`config.mk`:
```
export PLATFORM = sky130hd
export DESIGN_NAME = watchdog_timer_table_core
export DESIGN_NICKNAME = d
export VERILOG_FILES = /design/src/rtl/wtt_pkg.sv /design/src/rtl/watchdog_timer_table_core.sv /design/src/rtl/wtt_ram.sv /design/src/rtl/wtt_ctrl.sv /design/src/rtl/wtt_datapath.sv
export SDC_FILE = /design/constraint.sdc
export NUM_CORES = 1
export LEC_CHECK = 0
export ABC_AREA = 0
export BUFFER_PORTS_ARGS = -buffer_cell sky130_fd_sc_hd__buf_2
export CAP_MARGIN = 10
export CORE_ASPECT_RATIO = 1.25
export CORE_MARGIN = 2
export CORE_UTILIZATION = 38
export DETAILED_ROUTE_END_ITERATION = 8
export HOLD_SLACK_MARGIN = 0.1
export SLEW_MARGIN = 20
export SYNTH_ARGS = -nofsm -noshare
export SYNTH_HDL_FRONTEND = slang
export SYNTH_SLANG_ARGS = --single-unit
export TNS_END_PERCENT = 20
```
`constraint.sdc`:
```
create_clock -name clk_i -period 7.1 [get_ports clk_i]
set_input_delay 0.71 -clock clk_i [delete_from_list [all_inputs] [get_ports clk_i]]
set_output_delay 0.71 -clock clk_i [all_outputs]
set_load 0.1 [all_outputs]
```
`src/rtl/wtt_pkg.sv`:
```
package wtt_pkg;

  localparam logic [1:0] CMD_REGISTER   = 2'd0;
  localparam logic [1:0] CMD_UNREGISTER = 2'd1;
  localparam logic [1:0] CMD_TICK       = 2'd2;

  localparam logic [2:0] KIND_REG       = 3'd0;
  localparam logic [2:0] KIND_REG_ERR   = 3'd1;
  localparam logic [2:0] KIND_UNREG     = 3'd2;
  localparam logic [2:0] KIND_NOT_FOUND = 3'd3;
  localparam logic [2:0] KIND_FIRED     = 3'd4;
  localparam logic [2:0] KIND_DONE      = 3'd5;

  typedef struct packed {
    logic do_reg;
    logic do_unreg;
    logic do_tick;
    logic scan_rd;
    logic scan_skip;
    logic fire_emit;
    logic done_emit;
  } wtt_ctl_t;

  typedef struct packed {
    logic out_free;
    logic scan_end;
    logic scan_act;
    logic scan_hit;
  } wtt_sts_t;

endpackage

```
`src/rtl/watchdog_timer_table_core.sv`:
```
// Channel  Direction  Handshake            Payload
// in       input      in_valid_i/in_stall_o  command_i, slot_i, interval_i, one_shot_i
// out      output     out_valid_o/out_stall_i kind_o, event_slot_o, time_now_o, last_o
//
// Register and unregister commands are handled in the idle state without leaving it.
// A tick is accepted in the idle state; the scan then skips each inactive slot in
// the read state, reads each active slot from the slot table memory and evaluates
// it in the eval state, detects the end of the table and gives the done result.
// Reset clears the time counter and all slot state; the slot memory needs no clearing.
// A stalled output holds its result, and a new transfer waits until the output frees.
module watchdog_timer_table_core #(
  parameter int SLOTS = 16
) (
  input  logic        clk_i,
  input  logic        rst_ni,
  input  logic        in_valid_i,
  output logic        in_stall_o,
  input  logic [1:0]  command_i,
  input  logic [3:0]  slot_i,
  input  logic [31:0] interval_i,
  input  logic        one_shot_i,
  output logic        out_valid_o,
  input  logic        out_stall_i,
  output logic [2:0]  kind_o,
  output logic [3:0]  event_slot_o,
  output logic [31:0] time_now_o,
  output logic        last_o
);
  import wtt_pkg::*;

  wtt_ctl_t ctl;
  wtt_sts_t sts;

  wtt_ctrl u_ctrl (
    .clk_i      (clk_i),
    .rst_ni     (rst_ni),
    .in_valid_i (in_valid_i),
    .command_i  (command_i),
    .sts_i      (sts),
    .in_stall_o (in_stall_o),
    .ctl_o      (ctl)
  );

  wtt_datapath #(
    .SLOTS (SLOTS)
  ) u_datapath (
    .clk_i        (clk_i),
    .rst_ni       (rst_ni),
    .ctl_i        (ctl),
    .sts_o        (sts),
    .slot_i       (slot_i),
    .interval_i   (interval_i),
    .one_shot_i   (one_shot_i),
    .out_stall_i  (out_stall_i),
    .out_valid_o  (out_valid_o),
    .kind_o       (kind_o),
    .event_slot_o (event_slot_o),
    .time_now_o   (time_now_o),
    .last_o       (last_o)
  );

endmodule

```
`src/rtl/wtt_ram.sv`:
```
module wtt_ram #(
  parameter int WIDTH = 65,
  parameter int DEPTH = 16
) (
  input  logic                                 clk_i,
  input  logic                                 we_i,
  input  logic [(DEPTH > 1 ? $clog2(DEPTH) : 1)-1:0] waddr_i,
  input  logic [WIDTH-1:0]                     wdata_i,
  input  logic                                 re_i,
  input  logic [(DEPTH > 1 ? $clog2(DEPTH) : 1)-1:0] raddr_i,
  output logic [WIDTH-1:0]                     rdata_o
);

  logic [WIDTH-1:0] mem_q [DEPTH];
  logic [WIDTH-1:0] rdata_q;

  always_ff @(posedge clk_i) begin
    if (we_i) begin
      mem_q[waddr_i] <= wdata_i;
    end
    if (re_i) begin
      rdata_q <= mem_q[raddr_i];
    end
  end

  assign rdata_o = rdata_q;

endmodule

```
`src/rtl/wtt_ctrl.sv`:
```
module wtt_ctrl (
  input  logic            clk_i,
  input  logic            rst_ni,
  input  logic            in_valid_i,
  input  logic [1:0]      command_i,
  input  wtt_pkg::wtt_sts_t sts_i,
  output logic            in_stall_o,
  output wtt_pkg::wtt_ctl_t ctl_o
);
  import wtt_pkg::*;

  localparam logic [1:0] S_IDLE = 2'd0;
  localparam logic [1:0] S_READ = 2'd1;
  localparam logic [1:0] S_EVAL = 2'd2;
  localparam logic [1:0] S_DONE = 2'd3;

  logic [1:0] state_q, state_d;

  always_comb begin
    state_d    = state_q;
    ctl_o      = '0;
    in_stall_o = 1'b1;
    case (state_q)
      S_IDLE: begin
        in_stall_o = !sts_i.out_free;
        if (in_valid_i && sts_i.out_free) begin
          case (command_i)
            CMD_REGISTER:   ctl_o.do_reg = 1'b1;
            CMD_UNREGISTER: ctl_o.do_unreg = 1'b1;
            CMD_TICK: begin
              ctl_o.do_tick = 1'b1;
              state_d       = S_READ;
            end
            default: ;
          endcase
        end
      end
      S_READ: begin
        if (sts_i.scan_end) begin
          state_d = S_DONE;
        end else if (sts_i.scan_act) begin
          ctl_o.scan_rd = 1'b1;
          state_d       = S_EVAL;
        end else begin
          ctl_o.scan_skip = 1'b1;
        end
      end
      S_EVAL: begin
        if (!sts_i.scan_hit) begin
          ctl_o.scan_skip = 1'b1;
          state_d         = S_READ;
        end else if (sts_i.out_free) begin
          ctl_o.fire_emit = 1'b1;
          state_d         = S_READ;
        end
      end
      S_DONE: begin
        if (sts_i.out_free) begin
          ctl_o.done_emit = 1'b1;
          state_d         = S_IDLE;
        end
      end
      default: state_d = S_IDLE;
    endcase
  end

  always_ff @(posedge clk_i or negedge rst_ni) begin
    if (!rst_ni) begin
      state_q <= S_IDLE;
    end else begin
      state_q <= state_d;
    end
  end

endmodule

```
`src/rtl/wtt_datapath.sv`:
```
module wtt_datapath #(
  parameter int SLOTS = 16
) (
  input  logic              clk_i,
  input  logic              rst_ni,
  input  wtt_pkg::wtt_ctl_t ctl_i,
  output wtt_pkg::wtt_sts_t sts_o,
  input  logic [3:0]        slot_i,
  input  logic [31:0]       interval_i,
  input  logic              one_shot_i,
  input  logic              out_stall_i,
  output logic              out_valid_o,
  output logic [2:0]        kind_o,
  output logic [3:0]        event_slot_o,
  output logic [31:0]       time_now_o,
  output logic              last_o
);
  import wtt_pkg::*;

  localparam int SW = (SLOTS > 1) ? $clog2(SLOTS) : 1;
  localparam int CW = $clog2(SLOTS + 1);
  localparam int RW = 65;

  function automatic logic [31:0] sat_add(input logic [31:0] a, input logic [31:0] b);
    logic [32:0] s;
    s = {1'b0, a} + {1'b0, b};
    return s[32] ? 32'hFFFF_FFFF : s[31:0];
  endfunction

  logic [31:0]    time_q, time_d;
  logic [SLOTS-1:0] act_q, act_d, inact_q, inact_d;
  logic [CW-1:0]  idx_q, idx_d;
  logic [SW-1:0]  idx_s, in_idx;
  logic           slot_ok, reg_err, found;
  logic           ram_we;
  logic [SW-1:0]  ram_waddr;
  logic [RW-1:0]  ram_wdata, ram_rdata;
  logic           rd_os;
  logic [31:0]    rd_ivl, rd_dl;
  logic           out_valid_q, out_valid_d;
  logic [2:0]     kind_q, kind_d;
  logic [3:0]     slot_q, slot_d;
  logic           last_q, last_d;
  logic           emit;

  assign idx_s   = idx_q[SW-1:0];
  assign in_idx  = SW'(slot_i);
  assign slot_ok = 32'(slot_i) < 32'(SLOTS);
  assign reg_err = (interval_i == 32'd0) || !slot_ok;
  assign found   = slot_ok && (act_q[in_idx] || inact_q[in_idx]);
  assign {rd_os, rd_ivl, rd_dl} = ram_rdata;

  assign sts_o.out_free = !out_valid_q || !out_stall_i;
  assign sts_o.scan_end = idx_q == CW'(SLOTS);
  assign sts_o.scan_act = act_q[idx_s];
  assign sts_o.scan_hit = rd_dl < time_q;

  assign ram_we    = (ctl_i.do_reg && !reg_err) || (ctl_i.fire_emit && !rd_os);
  assign ram_waddr = ctl_i.do_reg ? in_idx : idx_s;
  assign ram_wdata = ctl_i.do_reg ? {one_shot_i, interval_i, sat_add(time_q, interval_i)}
                                  : {rd_os, rd_ivl, sat_add(time_q, rd_ivl)};

  wtt_ram #(
    .WIDTH (RW),
    .DEPTH (SLOTS)
  ) u_ram (
    .clk_i   (clk_i),
    .we_i    (ram_we),
    .waddr_i (ram_waddr),
    .wdata_i (ram_wdata),
    .re_i    (ctl_i.scan_rd),
    .raddr_i (idx_s),
    .rdata_o (ram_rdata)
  );

  always_comb begin
    time_d  = time_q;
    act_d   = act_q;
    inact_d = inact_q;
    idx_d   = idx_q;
    kind_d  = kind_q;
    slot_d  = slot_q;
    last_d  = last_q;
    emit    = 1'b0;
    if (ctl_i.do_reg) begin
      emit   = 1'b1;
      slot_d = slot_i;
      last_d = 1'b1;
      if (reg_err) begin
        kind_d = KIND_REG_ERR;
      end else begin
        kind_d          = KIND_REG;
        act_d[in_idx]   = 1'b1;
        inact_d[in_idx] = 1'b0;
      end
    end
    if (ctl_i.do_unreg) begin
      emit   = 1'b1;
      slot_d = slot_i;
      last_d = 1'b1;
      kind_d = found ? KIND_UNREG : KIND_NOT_FOUND;
      if (slot_ok) begin
        act_d[in_idx]   = 1'b0;
        inact_d[in_idx] = 1'b0;
      end
    end
    if (ctl_i.do_tick) begin
      idx_d = '0;
      if (time_q != 32'hFFFF_FFFF) begin
        time_d = time_q + 32'd1;
      end
    end
    if (ctl_i.scan_skip) begin
      idx_d = idx_q + CW'(1);
    end
    if (ctl_i.fire_emit) begin
      emit   = 1'b1;
      kind_d = KIND_FIRED;
      slot_d = 4'(idx_s);
      last_d = 1'b0;
      idx_d  = idx_q + CW'(1);
      if (rd_os) begin
        act_d[idx_s]   = 1'b0;
        inact_d[idx_s] = 1'b1;
      end
    end
    if (ctl_i.done_emit) begin
      emit   = 1'b1;
      kind_d = KIND_DONE;
      slot_d = 4'd0;
      last_d = 1'b1;
    end
    if (emit) begin
      out_valid_d = 1'b1;
    end else if (!out_stall_i) begin
      out_valid_d = 1'b0;
    end else begin
      out_valid_d = out_valid_q;
    end
  end

  always_ff @(posedge clk_i or negedge rst_ni) begin
    if (!rst_ni) begin
      time_q      <= '0;
      act_q       <= '0;
      inact_q     <= '0;
      idx_q       <= '0;
      out_valid_q <= 1'b0;
    end else begin
      time_q      <= time_d;
      act_q       <= act_d;
      inact_q     <= inact_d;
      idx_q       <= idx_d;
      out_valid_q <= out_valid_d;
    end
  end

  always_ff @(posedge clk_i) begin
    kind_q <= kind_d;
    slot_q <= slot_d;
    last_q <= last_d;
  end

  assign out_valid_o  = out_valid_q;
  assign kind_o       = kind_q;
  assign event_slot_o = slot_q;
  assign time_now_o   = time_q;
  assign last_o       = last_q;

endmodule
```
==> results of run 1 <==
[final timing paths]
path | start | to | slack, ps | depth (start not counted)
max | u_datapath.time_now_o[1]$_DFFE_PN0P_ | u_datapath.u_ram.mem_q[6][5]$_DFFE_PP_ | 1620 | 11
min | rst_ni | u_datapath.time_now_o[29]$_DFFE_PN0P_ | 170 | 1
max reg2reg | u_datapath.time_now_o[1]$_DFFE_PN0P_ | u_datapath.u_ram.mem_q[6][5]$_DFFE_PP_ | 1620 | 11
min reg2reg | u_datapath.kind_o[2]$_SDFFE_PP1P_ | u_datapath.kind_o[2]$_SDFFE_PP1P_ | 500 | 2
max in group asynchronous | rst_ni | u_datapath.idx_q[1]$_DFFE_PN0P_ | 6180 | 1
min in group clk_i | slot_i[3] | u_datapath.event_slot_o[3]$_SDFFE_PP0P_ | 400 | 3
[layout make-up]
type                       instances  area [sq um]  share of cell area, %
clock inverter                    76         877.1                  1.547
timing repair buffer             156          1112                  1.962
multi-input combinational       1329         14220                  25.08
inverter                          54         207.7                 0.3664
tap                             1725          2158                  3.807
sequential                      1185         35160                  62.01
clock buffer                     131          2958                  5.217
antenna                            3         7.507                0.01324
[where the power goes]
| part | switching, W | total [W] | internal (W) | leakage (nW) |
|---|---|---|---|---|
| Clock | 0.00265 | 0.00619 | 0.00355 | 1.87 |
| Combinational | 0.00295 | 0.00520 | 0.00225 | 5.68 |
| Sequential | 0.000372 | 0.00894 | 0.00857 | 10.9 |
[per-layer routing]
| layer | part of all wire [%] | vias up | global-route usage [%] |
|---|---|---|---|
| li1 | - | 11310 | - |
| met1 | 41 | 14170 | 25.66 |
| met2 | 49 | 1064 | 31.57 |
| met3 | 7.7 | 192 | 4.227 |
| met4 | 2.4 | 10 | 5.346 |
| met5 | 0.043 | - | 0 |
[cells in the final DEF (no fill, tap or decap), types with 13 or more instances in the layout]
cell and n:
nand4_1 20, bufinv_16 15, a211oi_1 15, a221oi_1 18, clkbuf_4 17, a21o_1 26
buf_12 13, a22oi_1 28, a21oi_1 84, clkbuf_16 114, buf_4 38, and3_1 14
mux4_2 330, clkinv_2 22, clkinv_1 17, inv_1 53, nor2_1 71, nand2_1 177
dfrtp_1 69, nor2_4 17, edfxtp_1 1105, o21ai_1 13, buf_2 88, nand3_1 37
ha_1 104, xnor2_1 64, o21ai_0 77, and4_1 13, xor2_1 24, nor3_1 30
[synth_stat cells, drive strengths merged, types with 26 or more instances]
master  count
a22oi      30
nand3      38
buf        51
nor2       88
edfxtp   1105
inv        54
o21ai      90
a21oi      86
mux4      330
nor3       30
xnor2      64
a21o       26
nand2     177
dfrtp      72
clkbuf     63
ha        104
[cell families (layout without fill, tap and decap cells)]
family,Yosys count,count (layout),share of synthesized area [%]
flops,1185,1185,70.45
compound gates,355,355,4.728
simple gates,444,444,4.191
other cells,0,3,0
fa+ha+maj,106,106,2.689
buf+inv,168,417,1.374
mux,336,336,15.03
xor+xnor,88,88,1.545
[state kept, by name (all words and copies together), names as in the netlist]
register                  flops
u_ctrl.state_q                2
u_datapath.last_o             1
u_datapath.out_valid_o        1
u_datapath.kind_o             3
u_datapath.idx_q              5
u_datapath.act_q             16
u_datapath.event_slot_o       4
u_datapath.time_now_o        32
u_datapath.u_ram.mem_q     1040
u_datapath.inact_q           16
u_datapath.u_ram.rdata_o     65
[stage by stage]
| stage | hold slack, ps | utilization (%) |
|---|---|---|
| 3_3_place_gp | 482.4 | 40.43 |
| 3_5_place_dp | 489.6 | 40.47 |
| 5_1_grt | 225.2 | 43.55 |
| 6_report | 168.4 | 43.55 |
| 4_1_cts | 155.0 | 43.42 |
| 2_1_floorplan | 414.4 | - |
[critical path: cells and delay by family (launching register included)]
kind                       cells  cell delay [ps]
AOI/OAI and AO/OA              7             2770
and+or+nand+nor                1              800
buffers and inverters          2              710
DFF                            1              560
adders and majority gates      1              220
==> metrics.md, run 1 <==
| Metric | Value |
|---|---|
| Hold Buf Count CTS | `0` |
| Fin nets | `2,987` |
| Leak | `18.42 nW` |
| Share of post-route cells with drive strength above 1 | `24.50%` |
| Core area | `130,200 sq um` |
| Setup TNS | `0 ps` |
| Pins Over Slew Limit | `0` |
| Unrepaired setup endpoints after global routing | `false` |
| PostCTS Resize Cnt | `0` |
| Worst-path fanout max | `27` |
| Initial Utilization | `38.32%` |
| Critical Path Max Stage Delay | `890 ps` |
| Power Density | `358.7 nW/um^2` |
| Sequential area share after synthesis | `70.45%` |
| Crit share post-route | `77.14%` |
| Fill cells | `11,100` |
| Worst-Margin Slew | `1140 ps` |
| H-tree Lvls | `3` |
| Clock Skew | `21.85 ps` |
| DRT Pass-1 Iters | `7` |
| DRT iter0 DRCs | `2,654` |
| Vias per Instance | `5.742` |
| DP HPWL | `78.31 mm` |
| Final Hold Fails | `0` |
| Synth cell types | `76` |
| DR WL/cell | `27.71 um` |
| Most used cell, CP | `o21ai_1` |
| # port buffers | `84` |
| Worst EP required | `7450 ps` |
| Top FF cell, synth | `edfxtp_1` |
| DRC Markers | `0` |
| Arrival time at the worst endpoint | `5830 ps` |
| Worst-skew pair later-pin latency | `720 ps` |
| Via Count | `26,750` |
| Ys async rst share | `6.076%` |
| Final WS setup | `1623 ps` |
| CTS buffer count | `112` |
| Final Power | `0.02033 W` |
| Top cell type's share of synthesized area | `66.51%` |
| First-pass GRT wire length | `188.6 mm` |
| Setup Buffers After CTS | `0` |
| Worst VDD drop | `379.6 uV` |
| Clock sinks | `1,185` |
| Vias in the first global route | `27,280` |
| Max Clk Rate | `0.1826 GHz` |
| Die Y | `409.1 um` |
| Fin cells | `4,659` |
| Max-slew headroom | `23.98%` |
| Clk buf depth | `3` |
| Max_cap viols | `0` |
| Final setup viols | `0` |
| CTS Root Cell | `clkbuf_16` |
| Crit-path slowest cell | `a311oi_1` |
| Die width | `328.1 um` |
| Final instance area | `56,690 sq um` |
| CP Launch Type | `flop` |
| Row count | `148` |
| Worst hold-check path type | `input port to asynchronous set/reset pin` |
| Final ANT Viol Nets | `0` |
| Synthesis-to-layout area growth | `13.64%` |
| Initial antenna violation count | `8` |
| Cell Area, Synth | `49,890 sq um` |
| Largest net degree at the start of global routing | `156` |
| Synthesized instance count | `2,682` |
| Yosys reg bits | `1,185` |
| Status | `completed` |
| Routed wire length | `129.1 mm` |
| Top Ports | `85` |
| Top cells by area, synth | `edfxtp_1 (67%), mux4_2 (15%), dfrtp_1 (3.6%), ha_1 (2.6%), nand2_1 (1.3%)` |
| EDFF count, synth | `1,105` |
| Total GRT Usage | `19.19%` |
| Crit Path Category | `flop to flop` |
| Worst path cell trace | `inv_1 > ha_1 > a211o_1 > a31oi_1 > o21ai_0 > a311oi_1 > o211ai_2 > o21ai_1 > o21ai_1 > nor2_4 > buf_4` |
| Area leader, netlist | `edfxtp_1` |
| CTS tree | `done` |
| Cell Area, Placed | `52,690 sq um` |
| Avg Cell Area, Syn | `18.60 sq um` |
| Worst-path clk slew | `70 ps` |
| Syn_nets | `2,831` |
| Die ar. | `134,200 sq um` |
| Synth warn | `0` |
| Dpl ws | `1539 ps` |
| Final min period | `5477 ps` |
| Placed Cells | `4,428` |
| Grt ovf | `0` |
| Gpl congestion | `0.9166` |
| CP endpoint kind | `flop` |
(Power assumes the default switching activity.)
==> run 2, diff against run 1 <==
==> constraint.sdc (replaced) <==
create_clock -name clk_i -period 4.6 [get_ports clk_i]
set_input_delay 0.46 -clock clk_i [delete_from_list [all_inputs] [get_ports clk_i]]
set_output_delay 0.46 -clock clk_i [all_outputs]
set_load 0.1 [all_outputs]
==> metrics.md, run 2 (synthesis results as in run 1) <==
| Metric | Value |
|---|---|
| Status | `completed` |
| Largest net degree at the start of global routing | `134` |
| CTS tree | `done` |
| Worst VDD drop | `551.2 uV` |
| Final setup viols | `0` |
| DRT iter0 DRCs | `3,245` |
| Row count | `148` |
| Most flops, register | `u_datapath.u_ram.mem_q` |
| Vias in the first global route | `27,660` |
| Worst hold-check path type | `input port to flop` |
| DR WL/cell | `28.76 um` |
| Most frequent cells in the layout | `edfxtp_1 (1,105), mux4_2 (330), nand2_1 (177)` |
| Power Density | `555.3 nW/um^2` |
| Cell Area, Placed | `53,290 sq um` |
| Met3 usage in global routing | `3.382%` |
| Met2 usage | `33.74%` |
| Die width | `328.1 um` |
| Fin cells | `4,689` |
| Clock sinks | `1,185` |
| GR Util met1 | `27.08%` |
| Clock Skew | `28.77 ps` |
| Final ANT Viol Nets | `0` |
| CP delay by family, top | `compound AO/OA/AOI/OAI gates` |
| Fin nets | `3,019` |
| Leak | `18.73 nW` |
| Busiest metal layer after global routing | `met2` |
| Max_cap viols | `0` |
| Share of post-route cells with drive strength above 1 | `24.88%` |
| PostCTS Resize Cnt | `0` |
| Initial antenna violation count | `11` |
| Fill cells | `11,020` |
| Worst path cell trace | `ha_1 > fa_1 > a21oi_1 > o21ai_1 > a21oi_1 > o41ai_2 > a221oi_2 > o21a_1 > buf_12 > nor2b_1 > a21oi_1` |
| Final core utilization | `44.07%` |
| Worst-path fanout max | `24` |
| Placed Cells | `4,466` |
| Max reg flops | `1,040` |
| # port buffers | `84` |
| DP HPWL | `82.23 mm` |
| Arrival time at the worst endpoint | `4710 ps` |
| Unrepaired setup endpoints after global routing | `false` |
| H-tree Lvls | `3` |
| Top Ports | `85` |
| WP buf/inv | `1` |
| Final instance area | `57,370 sq um` |
| DRC Markers | `0` |
| CTS buffer count | `111` |
| DRT Pass-1 Iters | `5` |
| Worst-path clk slew | `60 ps` |
| CP Launch Type | `flop` |
| Clk buf depth | `3` |
| CTS Root Cell | `clkbuf_16` |
| Vias per Instance | `5.756` |
| Final min period | `4359 ps` |
| Gpl congestion | `0.9169` |
| Worst-Margin Slew | `1108 ps` |
| Worst-skew pair later-pin latency | `720 ps` |
| CP endpoint kind | `flop` |
| Via Count | `26,990` |
| Core area | `130,200 sq um` |
| Total GRT Usage | `20.11%` |
| First-pass GRT wire length | `195.7 mm` |
| Crit-path slowest cell | `a21oi_1` |
| Worst EP required | `4950 ps` |
| Max Clk Rate | `0.2294 GHz` |
| Die Y | `409.1 um` |
| Max-slew headroom | `26.14%` |
| Final Hold Fails | `0` |
| Most common cell after layout, fill and taps aside | `edfxtp_1` |
| Critical Path Max Stage Delay | `800 ps` |
| Routed wire length | `134.9 mm` |
| Pins Over Slew Limit | `0` |
| Crit share post-route | `94.75%` |
| Initial Utilization | `38.32%` |
| Grt ovf | `0` |
| Setup TNS | `0 ps` |
| Synthesis-to-layout area growth | `14.99%` |
| Die ar. | `134,200 sq um` |
| Most used cell, CP | `a21oi_1` |
| Crit Path Category | `flop to flop` |
-- run 2: cell count changes in the layout (fill, tap and decap cells not counted), sizes merged --
cell,before,now
inv,60,62
diode,3,2
clkinv,48,42
buf,140,177
dlygate4sd3,0,1
clkbuf,147,137
clkinvlp,7,4
bufinv,15,25
-- run 2: repair_timing --
action / CTS / global route
buffers inserted: 0 / 0
hold endpoints to repair: 72 / 0
hold buffers: 1 / 0
-- run 2: path summary, 6_finish.rpt --
path                                                              start                                      end  slack [ps]  cells past startpoint
max in group asynchronous                                        rst_ni          u_datapath.idx_q[2]$_DFFE_PN0P_        3670                      2
worst min-delay path                                          slot_i[3]  u_datapath.event_slot_o[3]$_SDFFE_PP0P_         150                      3
worst min register to register  u_datapath.event_slot_o[2]$_SDFFE_PP0P_  u_datapath.event_slot_o[2]$_SDFFE_PP0P_         480                      2
worst max register to register     u_datapath.time_now_o[0]$_DFFE_PN0P_   u_datapath.u_ram.mem_q[2][1]$_DFFE_PP_         240                     11
min in group asynchronous                                        rst_ni       u_datapath.out_valid_o$_DFFE_PN0P_         370                      2
worst max-delay path               u_datapath.time_now_o[0]$_DFFE_PN0P_   u_datapath.u_ram.mem_q[2][1]$_DFFE_PP_         240                     11
-- run 2: cell type report --
class	instances	area, sq um	share of cell area, %
Inverter	54	207.7	0.3621
Sequential cell	1185	35160	61.28
Clock buffer	126	2855	4.977
Tap cell	1725	2158	3.762
Antenna cell	2	5.005	0.008724
Clock inverter	79	1091	1.902
Timing Repair Buffer	189	1700	2.964
Multi-Input combinational cell	1329	14190	24.74
-- run 2: metal layers --
layer / part of all wire (%) / routed length (um) / vias to the layer above
li1: - / - / 11380
met1: 41 / 55050 / 14310
met2: 50 / 67320 / 1080
met3: 7.0 / 9376 / 202
met4: 2.2 / 3021 / 16
met5: 0.075 / 101 / -
-- run 2: where the power goes --
part | total [W] | internal (W) | switching, W
clock | 0.00991 | 0.00588 | 0.00403
sequential | 0.0137 | 0.0132 | 0.000422
combinational | 0.00830 | 0.00360 | 0.00470
total | 0.0319 | 0.0227 | 0.00915
-- run 2: stage by stage --
| stage | total power (W) | setup slack (ps) | hold slack (ps) |
|---|---|---|---|
| after floorplan | 0.01960 | -661.8 | 164.4 |
| after global placement | 0.02204 | 389.8 | 480.2 |
| after detailed placement | 0.02223 | 210.7 | 471.4 |
| after CTS | 0.03212 | 225.8 | 105.4 |
| after global routing | 0.03308 | 82.04 | 156.6 |
| final | 0.03186 | 241.5 | 147.7 |
-- run 2: worst min-delay path: cells and delay by family --
family	cells	cell delay [ps]
buffers and inverters	1	170
AO/OA/AOI/OAI	1	90
AND/OR/NAND/NOR	1	80
